$ cat src/hdl/cbm_pkg.sv
`default_nettype none
// ----------------------------------------------------------------------------
// Cartridge bank mapper package
// Types, constants and layout functions that the mapper and its window RAM share.
// ----------------------------------------------------------------------------
package cbm_pkg;

	localparam int SUBSLOT_COUNT_DEF = 4;
	localparam int WINDOW_COUNT      = 8;
	localparam int WINDOWS_PER_ROW   = 2;
	localparam int ROWS_PER_SUBSLOT  = WINDOW_COUNT / WINDOWS_PER_ROW;
	localparam int BANK_W            = 9;
	localparam int LOW_W             = 13;
	localparam int OFFSET_W          = BANK_W + LOW_W;
	localparam int TYPE_W            = 3;
	localparam int CFG_INDEX_W       = 2;

	localparam logic MODE_READ  = 1'b0;
	localparam logic MODE_WRITE = 1'b1;

	typedef enum logic [TYPE_W-1:0] {
		MT_OFF       = 3'd0,
		MT_RAM       = 3'd1,
		MT_LINEAR    = 3'd2,
		MT_MIRROR32K = 3'd3,
		MT_KONAMI    = 3'd4,
		MT_KONAMI_Z  = 3'd5,
		MT_ASCII8    = 3'd6,
		MT_ASCII16   = 3'd7
	} mapper_type_t;

	typedef enum logic [1:0] {
		REGION_NONE = 2'd0,
		REGION_ROM  = 2'd1,
		REGION_RAM  = 2'd2
	} region_t;

	typedef struct packed {
		logic [1:0]  subslot;
		logic        mode;
		logic [15:0] address;
		logic [7:0]  data;
	} request_t;

	typedef struct packed {
		logic                mapped;
		region_t             region;
		logic [OFFSET_W-1:0] offset;
		logic                bank_switched;
	} result_t;

	// one write into a window-pair row: mask bit 0 even window, bit 1 odd window
	typedef struct packed {
		logic              en;
		logic [1:0]        mask;
		logic [BANK_W-1:0] bank_even;
		logic [BANK_W-1:0] bank_odd;
	} win_write_t;

	typedef struct packed {
		logic       en;
		logic [1:0] subslot;
	} win_clear_t;

	function automatic logic window_live(mapper_type_t t, logic [2:0] w);
		logic live;
		case (t)
			MT_OFF:                              live = 1'b0;
			MT_MIRROR32K, MT_KONAMI, MT_KONAMI_Z: live = (w inside {[3'd2:3'd5]});
			default:                             live = 1'b1;
		endcase
		return live;
	endfunction

	function automatic logic [BANK_W-1:0] init_bank(mapper_type_t t, logic [2:0] w);
		logic [BANK_W-1:0] bank;
		case (t)
			MT_RAM, MT_LINEAR: bank = {{(BANK_W-3){1'b0}}, w};
			MT_MIRROR32K, MT_KONAMI, MT_KONAMI_Z:
				bank = (w inside {[3'd2:3'd5]}) ? {{(BANK_W-3){1'b0}}, w - 3'd2} : '0;
			MT_ASCII16:        bank = {{(BANK_W-1){1'b0}}, w[0]};
			default:           bank = '0;
		endcase
		return bank;
	endfunction

endpackage
`default_nettype wire

$ cat src/hdl/cbm_window_ram.sv
`default_nettype none
// ----------------------------------------------------------------------------
// Bank window RAM
// Window-pair rows with registered read, masked write and per-window
// written flags; a clear drops the flags of one subslot.
// ----------------------------------------------------------------------------
module cbm_window_ram import cbm_pkg::*; #(
	parameter int SUBSLOT_COUNT = SUBSLOT_COUNT_DEF,
	parameter int ROWS          = SUBSLOT_COUNT * ROWS_PER_SUBSLOT,
	parameter int ROW_W         = $clog2(ROWS)
) (
	input  wire logic               clk,
	input  wire logic               arst_n,
	input  wire logic               rd_en,
	input  wire logic [ROW_W-1:0]   rd_row,
	input  wire logic [ROW_W-1:0]   wr_row,
	input  wire win_write_t         wr,
	input  wire win_clear_t         clr,
	output logic [BANK_W-1:0]       rd_even_q,
	output logic [BANK_W-1:0]       rd_odd_q,
	output logic [1:0]              rd_written_q
);

	logic [BANK_W-1:0] even_mem [ROWS];
	logic [BANK_W-1:0] odd_mem  [ROWS];
	logic [1:0]        written_q [ROWS];

	always_ff @(posedge clk) begin
		if (wr.en && wr.mask[0]) begin
			even_mem[wr_row] <= wr.bank_even;
		end
		if (wr.en && wr.mask[1]) begin
			odd_mem[wr_row] <= wr.bank_odd;
		end
		if (rd_en) begin
			rd_even_q <= even_mem[rd_row];
			rd_odd_q  <= odd_mem[rd_row];
		end
	end

	always_ff @(posedge clk or negedge arst_n) begin
		if (!arst_n) begin
			for (int r = 0; r < ROWS; r++) begin
				written_q[r] <= 2'b00;
			end
			rd_written_q <= 2'b00;
		end else begin
			if (rd_en) begin
				rd_written_q <= written_q[rd_row];
			end
			for (int r = 0; r < ROWS; r++) begin
				if (clr.en && (r / ROWS_PER_SUBSLOT) == 32'(clr.subslot)) begin
					written_q[r] <= 2'b00;
				end else if (wr.en && 32'(wr_row) == r) begin
					written_q[r] <= written_q[r] | wr.mask;
				end
			end
		end
	end

endmodule
`default_nettype wire

$ cat src/hdl/cartridge_bank_mapper.sv
`default_nettype none
// ----------------------------------------------------------------------------
// Cartridge bank mapper
// Maps subslot bus requests to 8 KiB bank offsets for RAM, ROM and megaROM types.
// ----------------------------------------------------------------------------
// Usage:
//   request channel (request_valid/request_ready) carries subslot, mode, address
//   and data; result channel (result_valid/result_ready) carries mapped, region,
//   offset and bank_switched, exactly one result per request, in order.
//   cfg_we/cfg_index/cfg_data set the mapper type of a subslot; write them only
//   while no request is in flight. A type write re-initialises that subslot's
//   windows at once. Indexes at or above SUBSLOT_COUNT are ignored.
//   A request enters the lookup stage, then the result register. Throughput
//   is one request per cycle unless the receiver stalls: the window RAM is read
//   and a bank switch is written at acceptance, so the next request sees it.
//   When the receiver stalls, the result register holds and one more request
//   waits in the lookup stage; request_ready falls only when both are full.
//   Reset clears all types to off and all windows to their initial layout
//   immediately; no clearing pass is needed.
// ----------------------------------------------------------------------------
module cartridge_bank_mapper import cbm_pkg::*; #(
	parameter int SUBSLOT_COUNT = SUBSLOT_COUNT_DEF
) (
	input  wire logic                   clk,
	input  wire logic                   arst_n,
	input  wire logic                   cfg_we,
	input  wire logic [CFG_INDEX_W-1:0] cfg_index,
	input  wire logic [TYPE_W-1:0]      cfg_data,
	input  wire logic                   request_valid,
	output logic                        request_ready,
	input  wire request_t               request,
	output logic                        result_valid,
	input  wire logic                   result_ready,
	output result_t                     result
);

	localparam int ROWS  = SUBSLOT_COUNT * ROWS_PER_SUBSLOT;
	localparam int ROW_W = $clog2(ROWS);
	localparam int SUB_W = (SUBSLOT_COUNT > 1) ? $clog2(SUBSLOT_COUNT) : 1;

	mapper_type_t types_q [SUBSLOT_COUNT];

	mapper_type_t req_type;
	logic [2:0]   req_win;
	logic         req_in_range;
	logic [1:0]   local_wr_row;
	logic [ROW_W-1:0] rd_row, wr_row;
	win_write_t   wr;
	win_clear_t   clr;
	logic         in_fire, out_take, s1_adv;

	logic         s1_valid_q;
	request_t     req_s1;
	mapper_type_t type_s1;
	logic         switched_s1;

	logic [BANK_W-1:0] rd_even_q, rd_odd_q;
	logic [1:0]        rd_written_q;

	logic [BANK_W-1:0] bank_s1;
	result_t           res_s1;
	result_t           result_q;
	logic              result_valid_q;

	assign out_take      = !result_valid_q || result_ready;
	assign s1_adv        = s1_valid_q && out_take;
	assign request_ready = !s1_valid_q || out_take;
	assign in_fire       = request_valid && request_ready;

	assign req_win      = request.address[15:13];
	assign req_in_range = 32'(request.subslot) < SUBSLOT_COUNT;
	assign req_type     = req_in_range ? types_q[request.subslot[SUB_W-1:0]] : MT_OFF;

	assign rd_row = req_in_range ?
		ROW_W'(32'(request.subslot) * ROWS_PER_SUBSLOT + 32'(req_win[2:1])) : '0;
	assign wr_row = req_in_range ?
		ROW_W'(32'(request.subslot) * ROWS_PER_SUBSLOT + 32'(local_wr_row)) : '0;

	// decode bank switches
	always_comb begin
		wr           = '0;
		local_wr_row = req_win[2:1];
		if (request.mode == MODE_WRITE) begin
			case (req_type)
				MT_KONAMI, MT_KONAMI_Z: begin
					if ((req_type == MT_KONAMI && req_win inside {[3'd2:3'd5]}) ||
					    req_win inside {[3'd4:3'd5]}) begin
						wr.en        = 1'b1;
						wr.mask      = req_win[0] ? 2'b10 : 2'b01;
						wr.bank_even = {1'b0, request.data};
						wr.bank_odd  = {1'b0, request.data};
					end
				end
				MT_ASCII8: begin
					if (req_win == 3'd3) begin
						local_wr_row = 2'd1 + {1'b0, request.address[12]};
						wr.en        = 1'b1;
						wr.mask      = request.address[11] ? 2'b10 : 2'b01;
						wr.bank_even = {1'b0, request.data};
						wr.bank_odd  = {1'b0, request.data};
					end
				end
				MT_ASCII16: begin
					if (req_win == 3'd3) begin
						local_wr_row = 2'd1 + {1'b0, request.address[12]};
						wr.en        = 1'b1;
						wr.mask      = 2'b11;
						wr.bank_even = {request.data, 1'b0};
						wr.bank_odd  = {request.data, 1'b1};
					end
				end
				default: ;
			endcase
		end
		wr.en = wr.en && in_fire;
	end

	assign clr.en      = cfg_we && (32'(cfg_index) < SUBSLOT_COUNT);
	assign clr.subslot = cfg_index;

	always_ff @(posedge clk or negedge arst_n) begin
		if (!arst_n) begin
			for (int s = 0; s < SUBSLOT_COUNT; s++) begin
				types_q[s] <= MT_OFF;
			end
		end else if (clr.en) begin
			types_q[cfg_index[SUB_W-1:0]] <= mapper_type_t'(cfg_data);
		end
	end

	cbm_window_ram #(
		.SUBSLOT_COUNT (SUBSLOT_COUNT),
		.ROWS          (ROWS),
		.ROW_W         (ROW_W)
	) u_ram (
		.clk          (clk),
		.arst_n       (arst_n),
		.rd_en        (in_fire),
		.rd_row       (rd_row),
		.wr_row       (wr_row),
		.wr           (wr),
		.clr          (clr),
		.rd_even_q    (rd_even_q),
		.rd_odd_q     (rd_odd_q),
		.rd_written_q (rd_written_q)
	);

	always_ff @(posedge clk or negedge arst_n) begin
		if (!arst_n) begin
			s1_valid_q <= 1'b0;
		end else if (in_fire) begin
			s1_valid_q <= 1'b1;
		end else if (s1_adv) begin
			s1_valid_q <= 1'b0;
		end
	end

	always_ff @(posedge clk) begin
		if (in_fire) begin
			req_s1      <= request;
			type_s1     <= req_type;
			switched_s1 <= wr.en;
		end
	end

	// resolve window bank; unwritten windows take the type's initial layout
	always_comb begin
		logic [2:0] w;
		logic       odd;
		w       = req_s1.address[15:13];
		odd     = w[0];
		bank_s1 = rd_written_q[odd] ? (odd ? rd_odd_q : rd_even_q) : init_bank(type_s1, w);
		res_s1  = '0;
		if (req_s1.mode == MODE_READ) begin
			if (window_live(type_s1, w)) begin
				res_s1.mapped = 1'b1;
				res_s1.region = (type_s1 == MT_RAM) ? REGION_RAM : REGION_ROM;
				res_s1.offset = {bank_s1, req_s1.address[LOW_W-1:0]};
			end
		end else if (type_s1 == MT_RAM) begin
			res_s1.mapped = 1'b1;
			res_s1.region = REGION_RAM;
			res_s1.offset = {bank_s1, req_s1.address[LOW_W-1:0]};
		end else begin
			res_s1.bank_switched = switched_s1;
		end
	end

	always_ff @(posedge clk or negedge arst_n) begin
		if (!arst_n) begin
			result_valid_q <= 1'b0;
		end else if (out_take) begin
			result_valid_q <= s1_valid_q;
		end
	end

	always_ff @(posedge clk) begin
		if (s1_adv) begin
			result_q <= res_s1;
		end
	end

	assign result_valid = result_valid_q;
	assign result       = result_q;

endmodule
`default_nettype wire

$ cat config.mk
export PLATFORM = sky130hd
export DESIGN_NAME = cartridge_bank_mapper
export DESIGN_NICKNAME = d
export VERILOG_FILES = /design/src/hdl/cbm_pkg.sv /design/src/hdl/cbm_window_ram.sv /design/src/hdl/cartridge_bank_mapper.sv
export SDC_FILE = /design/constraint.sdc
export NUM_CORES = 1
export LEC_CHECK = 0
export BUFFER_PORTS_ARGS = -buffer_cell sky130_fd_sc_hd__buf_2
export CORE_AREA = 2 2 181 183
export DETAILED_ROUTE_END_ITERATION = 8
export DIE_AREA = 0 0 183 185
export GPL_TIMING_DRIVEN = 0
export PLACE_DENSITY_LB_ADDON = 0.1
export RECOVER_POWER = 100
export SLEW_MARGIN = 15
export SYNTH_ARGS = -nofsm -noshare
export SYNTH_HDL_FRONTEND = slang
export SYNTH_HIERARCHICAL = 1
export SYNTH_SLANG_ARGS = --single-unit
$ cat constraint.sdc
create_clock -name clk -period 5.4 [get_ports clk]
set_input_delay 0.27 -clock clk [delete_from_list [all_inputs] [get_ports clk]]
set_output_delay 0.27 -clock clk [all_outputs]
set_load 0.005 [all_outputs]
==> run summary <==
top cell type's share of synthesized area = 0.6734
CTS buffer count = 41
Die Area = 0.03386 sq mm
fmax = 231.7 MHz
wire length per cell = 26.69 um
Ports = 65
largest family of logic cells by synthesized area = multiplexers
first-pass GRT wire length = 52.23 mm
CP Class = register to register
Detailed Place HPWL = 24.42 mm
CP arrival = 4.45 ns
Final period util = 0.7992
Worst R2R Start = result_valid$_DFFE_PN0P_
met2 wire length = 16.55 mm
max_cap viols = 5
Mapped Nets = 785
Area Overhead vs Synth = 14.89%
DRC = 0
Slew HR = -0.7808
Leak = 6.404 nW
Remaining Overflow, GRT = 0
Mapped Cells = 747
register area share after synthesis = 0.7498
synthesized flop and latch total = 401
ranking of synthesized cells by area = edfxtp_1 (67%), mux4_2 (14%), dfrtp_1 (7.6%), o21a_1 (1.6%), mux2_2 (1.1%)
origin of the worst setup path = result_valid$_DFFE_PN0P_
Reg2Reg Depth = 8
commonest non-fill, non-tap cell in the layout = edfxtp_1
Worst-Skew Late Latency = 0.53 ns
Util after Layout = 0.5644
worst min-delay path category = input pin to register
most frequent cells in the layout = edfxtp_1 (353), mux4_2 (100), clkbuf_1 (55)
gpl congestion = 0.8414
crit path time final = 4.316 ns
Clock transition at path regs = 0.06 ns
sw frac = 0.2040
area post-placement = 0.01678 sq mm
distinct cell type count after synthesis = 48
syn_area_per_cell = 21.07 sq um
Final setup viols = 0
sw power = 1.363 mW
# H-tree levels = 2
DR vias = 7930
CTS tree = yes
Hold Crit Start = cfg_data[1]
Nets = 916
Starting Density = 0.4913
Max Fanout on Critical Path = 26
Antenna Cells = 0
share of cells above drive strength 1 = 0.2629
core area = 0.03204 sq mm
Iteration-0 DRC Markers = 731
WL met1 = 14.97 mm
Worst Hold Depth = 2
mux cell area share after synthesis = 0.1657
setup_tns = 0 ns
worst-case hold path end point = types_q[10]$_DFFE_PN0P_
Pins Over Slew Limit = 130
reg-to-reg setup timing slack = 1.08 ns
Synth warnings = 6
nature of the critical path endpoint = register
width of the chip = 183 um
Synth area leader = edfxtp_1
Comb pwr share = 0.052
VDD IR-drop max = 194.5 uV
Rows = 66
post-synthesis adder-cell area fraction = 0.0007949
Hold Fails Final Rpt = 0
port bufs = 64
die height = 185 um
detailed-router iteration count before antenna repair = 5
status = finished with violations
Post-Syn Area = 0.01574 sq mm
Internal = 5.317 mW
highest metal used = met4
sequential power share = 0.517
worst-margin pin slew = 2.671 ns
clk buf depth = 3
ANT nets after route = 0
Compound-Gate Fraction of Synth Area = 0.02925
initial antenna violation count = 0
RSZ-0062 raised after global routing = false
Hold WS = 0.03618 ns
clk_skew = 0.01547 ns
DR vias/cell = 6.021
power per cell area = 369.3 mW/mm^2
largest net degree at the start of global routing = 49
metal3 WL = 2.720 mm
simple-gate portion of the synthesized area = 0.04102
Startpoint Class = register
number of global-route vias before repair = 8163
Post-Synth XOR/XNOR Area = 0
CTS Root Cell = clkbuf_16
GR Util All Layers = 0.2140
Routed WL = 35.15 mm
worst r2r dst = u_ram/odd_mem[1][6]$_DFFE_PP_
post-route cell area = 0.01808 sq mm
Worst EP required = 5.54 ns
Clock Power Share = 0.430
TritonCTS sink count = 401
violated checks = capacitance limit, slew limit
[area by class of cell]
class                           count  area (sq um)
Buffer                             31         180.2
Clock buffer                       55          1160
Clock inverter                     19         227.7
Fill cell                        2398         13960
Inverter                            6         22.52
Multi-Input combinational cell    309          3687
Sequential cell                   401         11800
Tap cell                          408         510.5
Timing Repair Buffer               88         494.2
[what timing repair did]
item	4_1_cts	5_1_grt
hold endpoints to repair	61	0
hold buffers	16	0
resized for setup	0	0
buffers inserted	0	0
[metrics by stage]
step | setup WS [ns] | total power [mW] | std cells
after floorplan | 1.977 | 3.731 | 747
after global placement | 1.014 | 3.861 | 1219
after detailed placement | 1.033 | 3.892 | 1227
after CTS | 1.360 | 6.767 | 1317
after global routing | 0.8649 | 6.894 | 1317
final | 1.084 | 6.679 | 1317
[flip-flops by register name (all words and copies together), names as in the netlist]
register / count
result_valid: 1
u_ram/rd_odd_q: 9
req_s1: 17
u_ram/even_mem: 144
switched_s1: 1
u_ram/odd_mem: 144
types_q: 12
u_ram/rd_even_q: 9
s1_valid_q: 1
type_s1: 3
u_ram/written_q: 32
u_ram/rd_written_q: 2
result: 26
[cells by family after synthesis]
kind of cell | count (synthesis)
muxes | 132
DFF | 401
buffers and inverters | 37
and+or+nand+nor | 117
adders and majority gates | 1
AOI/OAI and AO/OA | 59
[metal layers]
layer / track usage / vias up
met4: 0.06048 / 0
li1: - / 3339
met2: 0.3412 / 364
met1: 0.3076 / 4171
met3: 0.03913 / 56
met5: 0 / -
[power groups by stage]
stage	logic (mW)	clock network (mW)	registers (mW)
final	0.351	2.87	3.45
after global routing	0.380	3.06	3.46
after CTS	0.384	2.93	3.45
after detailed placement	0.374	0	3.52
after global placement	0.345	0	3.52
after floorplan	0.220	0	3.51
[critical path: stages (launching register included)]
cell	delay, ns
dfrtp_1	0.39
nand3b_1	0.14
and2_0	1.08
buf_12	0.29
nand2_1	0.07
a21oi_1	0.40
or3b_2	0.48
clkbuf_1	0.21
nor2_1	0.85
[Yosys cell counts (all sizes together)]
library cell,instances
edfxtp,353
mux4,101
dfrtp,48
nor2,38
o21a,34
buf,22
and2,16
mux2i,16
mux2,15
nand2,12
nand3b,11
clkbuf,9
nor2b,9
o22ai,9
nor3,8
inv,6
nand3,6
a211oi,4
nand2b,4
or3b,4
o21ai,3
a221o,2
and3,2
nor4b,2
or2,2
a21boi,1
a21oi,1
a32oi,1
ha,1
nand4,1
nor3b,1
nor4bb,1
o211ai,1
o21bai,1
o221a,1
o2bb2ai,1
[worst max-delay path by stage]
stage / endpoint / cells after the start
3_5_place_dp: u_ram/odd_mem[1][4]$_DFFE_PP_ / 9
6_report: u_ram/odd_mem[1][6]$_DFFE_PP_ / 8
5_1_grt: u_ram/odd_mem[1][1]$_DFFE_PP_ / 8
4_1_cts: u_ram/odd_mem[1][1]$_DFFE_PP_ / 7
2_1_floorplan: u_ram/odd_mem[1][0]$_DFFE_PP_ / 7
3_3_place_gp: u_ram/even_mem[1][0]$_DFFE_PP_ / 7
No activity file was read; power rests on OpenSTA's default activity.
